[src/rtl/qte_pkg.sv]
// shared types, widths and constants for the quaternion to euler angle pipeline
package qte_pkg;

  localparam int QW      = 16;  // quaternion component width
  localparam int PW      = 32;  // product width
  localparam int TW      = 34;  // rotation matrix term width, q28
  localparam int SW      = 30;  // saturated sine width, q28
  localparam int RADW    = 57;  // square root radicand width
  localparam int ROOTW   = 29;  // square root width
  localparam int NW      = 40;  // normalized operand width
  localparam int CW      = 43;  // cordic x/y width
  localparam int ZW      = 34;  // cordic angle accumulator width, q30
  localparam int AW      = 16;  // output angle width, q13
  localparam int YAWW    = 15;  // yaw output width
  localparam int SQRT_STEPS   = 29;
  localparam int CORDIC_STEPS = 20;
  localparam int ATAN_LAT     = CORDIC_STEPS + 5;

  localparam logic signed [AW-1:0] PiQ13     = 16'sd25736;
  localparam logic signed [AW-1:0] HalfPiQ13 = 16'sd12868;
  localparam logic signed [ZW-1:0] HalfPiQ30 = 34'sd1686629713;
  localparam logic signed [SW-1:0] OneQ28    = 30'sd268435456;

  typedef enum logic [2:0] {
    KIND_CORDIC,
    KIND_ZERO,
    KIND_PI,
    KIND_POS_HALF,
    KIND_NEG_HALF
  } atan_kind_e;

  typedef struct packed {
    logic signed [TW-1:0] t00;
    logic signed [TW-1:0] t10;
    logic signed [TW-1:0] t21;
    logic signed [TW-1:0] t22;
    logic signed [SW-1:0] sine;
    logic                 clipped;
  } terms_t;

  function automatic logic signed [ZW-1:0] atan_q30(int idx);
    logic signed [ZW-1:0] r;
    case (idx)
      0:  r = 34'sd843314857;
      1:  r = 34'sd497837829;
      2:  r = 34'sd263043837;
      3:  r = 34'sd133525159;
      4:  r = 34'sd67021687;
      5:  r = 34'sd33543516;
      6:  r = 34'sd16775851;
      7:  r = 34'sd8388437;
      8:  r = 34'sd4194283;
      9:  r = 34'sd2097149;
      10: r = 34'sd1048576;
      11: r = 34'sd524288;
      12: r = 34'sd262144;
      13: r = 34'sd131072;
      14: r = 34'sd65536;
      15: r = 34'sd32768;
      16: r = 34'sd16384;
      17: r = 34'sd8192;
      18: r = 34'sd4096;
      19: r = 34'sd2048;
      default: r = '0;
    endcase
    return r;
  endfunction

endpackage

[src/rtl/qte_isqrt.sv]
// pipelined floor integer square root, one result bit per stage
module qte_isqrt import qte_pkg::*; (
  input  logic             clk_i,
  input  logic             rst_ni,
  input  logic             adv_i,
  input  logic             valid_i,
  input  logic [RADW-1:0]  rad_i,
  output logic             valid_o,
  output logic [ROOTW-1:0] root_o
);

  logic [SQRT_STEPS-1:0] valid_q;
  logic [RADW-1:0]       rem_q  [SQRT_STEPS];
  logic [RADW-1:0]       root_q [SQRT_STEPS];

  always_ff @(posedge clk_i or negedge rst_ni) begin
    if (!rst_ni) begin
      valid_q <= '0;
    end else if (adv_i) begin
      valid_q <= {valid_q[SQRT_STEPS-2:0], valid_i};
    end
  end

  for (genvar k = 0; k < SQRT_STEPS; k++) begin : g_step
    localparam logic [RADW-1:0] StepBit = RADW'(1) << (RADW - 1 - 2 * k);
    logic [RADW-1:0] rem_in, root_in;
    logic [RADW:0]   trial;
    logic [RADW-1:0] rem_d, root_d;

    if (k == 0) begin : g_first
      assign rem_in  = rad_i;
      assign root_in = '0;
    end else begin : g_next
      assign rem_in  = rem_q[k-1];
      assign root_in = root_q[k-1];
    end

    always_comb begin
      trial = {1'b0, root_in} + {1'b0, StepBit};
      if ({1'b0, rem_in} >= trial) begin
        rem_d  = RADW'({1'b0, rem_in} - trial);
        root_d = (root_in >> 1) + StepBit;
      end else begin
        rem_d  = rem_in;
        root_d = root_in >> 1;
      end
    end

    always_ff @(posedge clk_i) begin
      if (adv_i) begin
        rem_q[k]  <= rem_d;
        root_q[k] <= root_d;
      end
    end
  end

  assign valid_o = valid_q[SQRT_STEPS-1];
  assign root_o  = root_q[SQRT_STEPS-1][ROOTW-1:0];

endmodule

[config.mk]
export PLATFORM = sky130hd
export DESIGN_NAME = qte_isqrt
export DESIGN_NICKNAME = d
export VERILOG_FILES = /design/src/rtl/qte_pkg.sv /design/src/rtl/qte_isqrt.sv
export SDC_FILE = /design/constraint.sdc
export NUM_CORES = 2
export LEC_CHECK = 0
export BUFFER_PORTS_ARGS = -buffer_cell sky130_fd_sc_hd__buf_4
export CAP_MARGIN = 20
export CORE_ASPECT_RATIO = 1.1
export CORE_UTILIZATION = 50
export DETAILED_ROUTE_END_ITERATION = 7
export GPL_ROUTABILITY_DRIVEN = 0
export PLACE_DENSITY = 0.66
export SLEW_MARGIN = 25
export SYNTH_ARGS = -nofsm -noshare
export SYNTH_HDL_FRONTEND = slang
export SYNTH_SLANG_ARGS = --single-unit
[constraint.sdc]
create_clock -name clk_i -period 9.8 [get_ports clk_i]
set_input_delay 1.96 -clock clk_i [delete_from_list [all_inputs] [get_ports clk_i]]
set_output_delay 1.96 -clock clk_i [all_outputs]
set_load 0.01 [all_outputs]
==> impl_metrics.sql <==
INSERT INTO impl_metrics (metric_group, metric, value, unit) VALUES
('run_status', 'outcome', 'finished, final reports clean', ''),
('yosys', 'cell_with_the_most_instances_after_synthesis', 'edfxtp_1', ''),
('yosys', 'post_synthesis_net_count', '8327', ''),
('critical_path', 'endpoint_kind', 'flip-flop', ''),
('layout', 'seq_area', '61700', 'um2'),
('routing', 'dr.first_iter.drc_count', '5905', ''),
('yosys', 'seq_area_frac_synth', '62.8', '%'),
('critical_path', 'logic_depth_of_the_worst_path_buffers_included', '11', ''),
('sta', 'slew_violations', '0', ''),
('power_and_ir_drop', 'power.total', '25.6', 'mW'),
('power_and_ir_drop', 'switchingPower', '7.61', 'mW'),
('critical_path', 'worst_reg_to_reg_path_cell_count', '11', ''),
('power_and_ir_drop', 'p_leak', '40.8', 'nW'),
('global_routing', 'grt_antenna_before_repair', '12', ''),
('floorplan', 'initial_core_util', '50.4', '%'),
('global_routing', 'grt_pass1_wl', '342000', 'um'),
('floorplan', 'chipHeight', '467', 'um'),
('critical_path', 'critPathTopFamily', 'compound AO/OA/AOI/OAI gates', ''),
('power_and_ir_drop', 'netSwitchingFraction', '29.7', '%'),
('power_and_ir_drop', 'p_per_area', '235', 'nW/um2'),
('floorplan', 'core', '195000', 'um2'),
('clock_network', 'cts_repair_resize_count', '0', ''),
('routing', 'postRouteAntennaNets', '0', ''),
('clock_network', 'clkLatencyLatePin', '0.88', 'ns'),
('power_and_ir_drop', 'p_int', '18.0', 'mW'),
('floorplan', 'die_w', '425', 'um'),
('yosys', 'synth.yosys.warnings', '0', ''),
('layout', 'drive_above_1_share', '7.43', '%'),
('floorplan', 'number_of_top_level_pins', '91', ''),
('critical_path', 'worst_r2r_endpoint', 'rem_q[1][594]', ''),
('floorplan', 'fp.dieArea', '198000', 'um2'),
('clock_network', 'htreeDepth', '4', ''),
('critical_path', 'crit_slowest_cell', 'clkinv_2', ''),
('placement', 'numPlacedInstances', '10300', ''),
('floorplan', 'placement_rows', '170', ''),
('critical_path', 'critical_path_buf_inv_count', '2', ''),
('critical_path', 'crit_path_max_incr_delay', '0.71', 'ns'),
('placement', 'io_buffers', '90', ''),
('yosys', 'syn_area_per_cell', '12.6', 'um2'),
('yosys', 'yosys.area.top_type_share', '62.0', '%'),
('critical_path', 'crit_chain', 'ha_1 > and2_1 > nand3_1 > a21oi_1 > or4_1 > a211oi_1 > a31oi_1 > a31oi_2 > buf_4 > clkinv_2 > mux2_2', ''),
('sta', 'maximum_clock_frequency', '214', 'MHz'),
('routing', 'route.vias.total', '62200', ''),
('global_routing', 'grt_max_degree', '200', ''),
('clock_network', 'tritoncts.num_buffers', '202', ''),
('yosys', 'synthCells', '7805', ''),
('yosys', 'yosys_most_used_dff', 'edfxtp_1', ''),
('sta', 'timing.final.hold_violations', '0', ''),
('routing', 'drt_pass1_iterations', '7', ''),
('critical_path', 'wp_data_arrival', '5.27', 'ns'),
('layout', 'area_growth_syn_to_layout', '10.8', '%'),
('clock_network', 'tritoncts_num_sinks', '2060', ''),
('yosys', 'postSynth.asyncResetShare', '1.41', '%'),
('placement', 'dpl.hpwl', '165000', 'um'),
('critical_path', 'rrSetupSlack', '5.13', 'ns'),
('yosys', 'count_of_flip_flops_with_a_built_in_enable_after_synthesis', '2031', ''),
('yosys', 'ys_ff_latch', '2060', ''),
('min_path', 'min_delay_worst_endpoint', 'rem_q[0][657]', ''),
('power_and_ir_drop', 'seq_power_share', '47.8', '%'),
('sta', 'timing.setup.tns', '0', 'ns'),
('layout', 'multi_input_area', '33900', 'um2'),
('layout', 'nFillCells', '16000', ''),
('global_routing', 'grt_overflow_total', '0', ''),
('power_and_ir_drop', 'share_clk_of_total_power', '30.8', '%'),
('critical_path', 'critPathKind', 'flip-flop to flip-flop', ''),
('clock_network', 'cts-root-buf', 'clkbuf_16', ''),
('flow_run', 'maxCapViolCount', '0', ''),
('critical_path', 'crit-reg2reg-launch', 'rem_q[1][523]', ''),
('global_routing', 'groute.usage.overall', '22.3', '%'),
('power_and_ir_drop', 'comb_power_share', '21.4', '%'),
('critical_path', 'worstPathMaxFanout', '62', '');
## sequential cells by signal (all words and copies together) (netlist names)
register and count:
rem_q 1596, root_q 435, valid_q 29
## through the flow
step / cell area (um2) / utilization (%)
after floorplan: 98300 / -
after global placement: 102000 / 52.3
after detailed placement: 102000 / 52.3
after CTS: 109000 / 55.7
after global routing: 109000 / 55.8
final: 109000 / 55.8
## layout make-up
type / count / area share [%]
multi-input combinational: 4992 / 31.1
tap: 2580 / 2.96
inverter: 577 / 1.99
antenna: 1 / 0.00230
clock buffer: 254 / 4.88
sequential: 2060 / 56.7
timing repair buffer: 123 / 1.00
clock inverter: 120 / 1.38
## layer usage
layer	global-route usage, %	routed length [um]	part of all wire [%]	up-vias
met2	38.6	113000	50	1907
met4	6.96	6260	2.8	2
met1	28.9	92900	42	30400
li1	-	-	-	29400
met3	2.96	11900	5.3	390
met5	0	8	0.0036	-
## worst reg2reg max path: stages (launching register included)
cell and delay (ns):
edfxtp_1 0.40, ha_1 0.37, and2_1 0.23, nand3_1 0.22, a21oi_1 0.13, or4_1 0.49, a211oi_1 0.35, a31oi_1 0.34
a31oi_2 0.27, buf_4 0.30, clkinv_2 0.73, mux2_2 0.58
## worst max path at each step
stage	endpoint	slack, ns
floorplan	rem_q[1][467]	6.11
global placement	valid_q[13]	5.32
detailed placement	valid_q[13]	5.26
CTS	rem_q[1][669]	5.29
global route	rem_q[1][594]	4.88
finish	rem_q[1][594]	5.13
## placed cells by master, fill, tap and decap left out, types with 22 or more instances in the layout
cell type / instances
buf_4: 110
clkinv_1: 27
ha_1: 460
nor4_1: 265
or3_1: 88
clkinv_2: 35
clkbuf_1: 48
mux2_2: 104
nand3b_1: 33
o21a_1: 73
a21o_1: 153
and3_1: 36
clkbuf_16: 204
nand2b_1: 90
o21ai_0: 306
a31oi_1: 56
o31ai_1: 32
or2_2: 30
edfxtp_1: 2031
xnor2_1: 383
nand4_1: 118
a21oi_1: 563
nor4b_1: 44
dfrtp_1: 29
inv_1: 574
xor2_1: 316
or4_1: 57
bufinv_16: 22
nor3_1: 198
o211ai_1: 26
nand3_1: 118
nand2_1: 456
a211oi_1: 35
nor2_1: 541
o21bai_1: 46
nor2b_1: 62
## kinds of logic (layout without fill, tap and decap cells)
logic type | count (synthesis) | in the layout | synth area share [%]
muxes | 111 | 111 | 1.26
adders and majority gates | 461 | 461 | 5.87
buffers and inverters | 753 | 1074 | 2.89
and+or+nand+nor | 2252 | 2252 | 11.9
xor gates and xnor gates | 699 | 699 | 6.23
AOI/OAI and AO/OA | 1468 | 1468 | 9.12
DFF | 2060 | 2060 | 62.8
other | 1 | 2 | 0.00381
## power groups by stage
stage	Combinational (mW)	Sequential (mW)	Clock, mW
2_1_floorplan	4.04	11.9	0
3_3_place_gp	5.28	12.4	0
3_5_place_dp	5.37	12.4	0
4_1_cts	5.42	12.2	8.04
5_1_grt	6.05	12.4	8.36
6_report	5.48	12.2	7.87
Power figures use the tool's default switching activity.
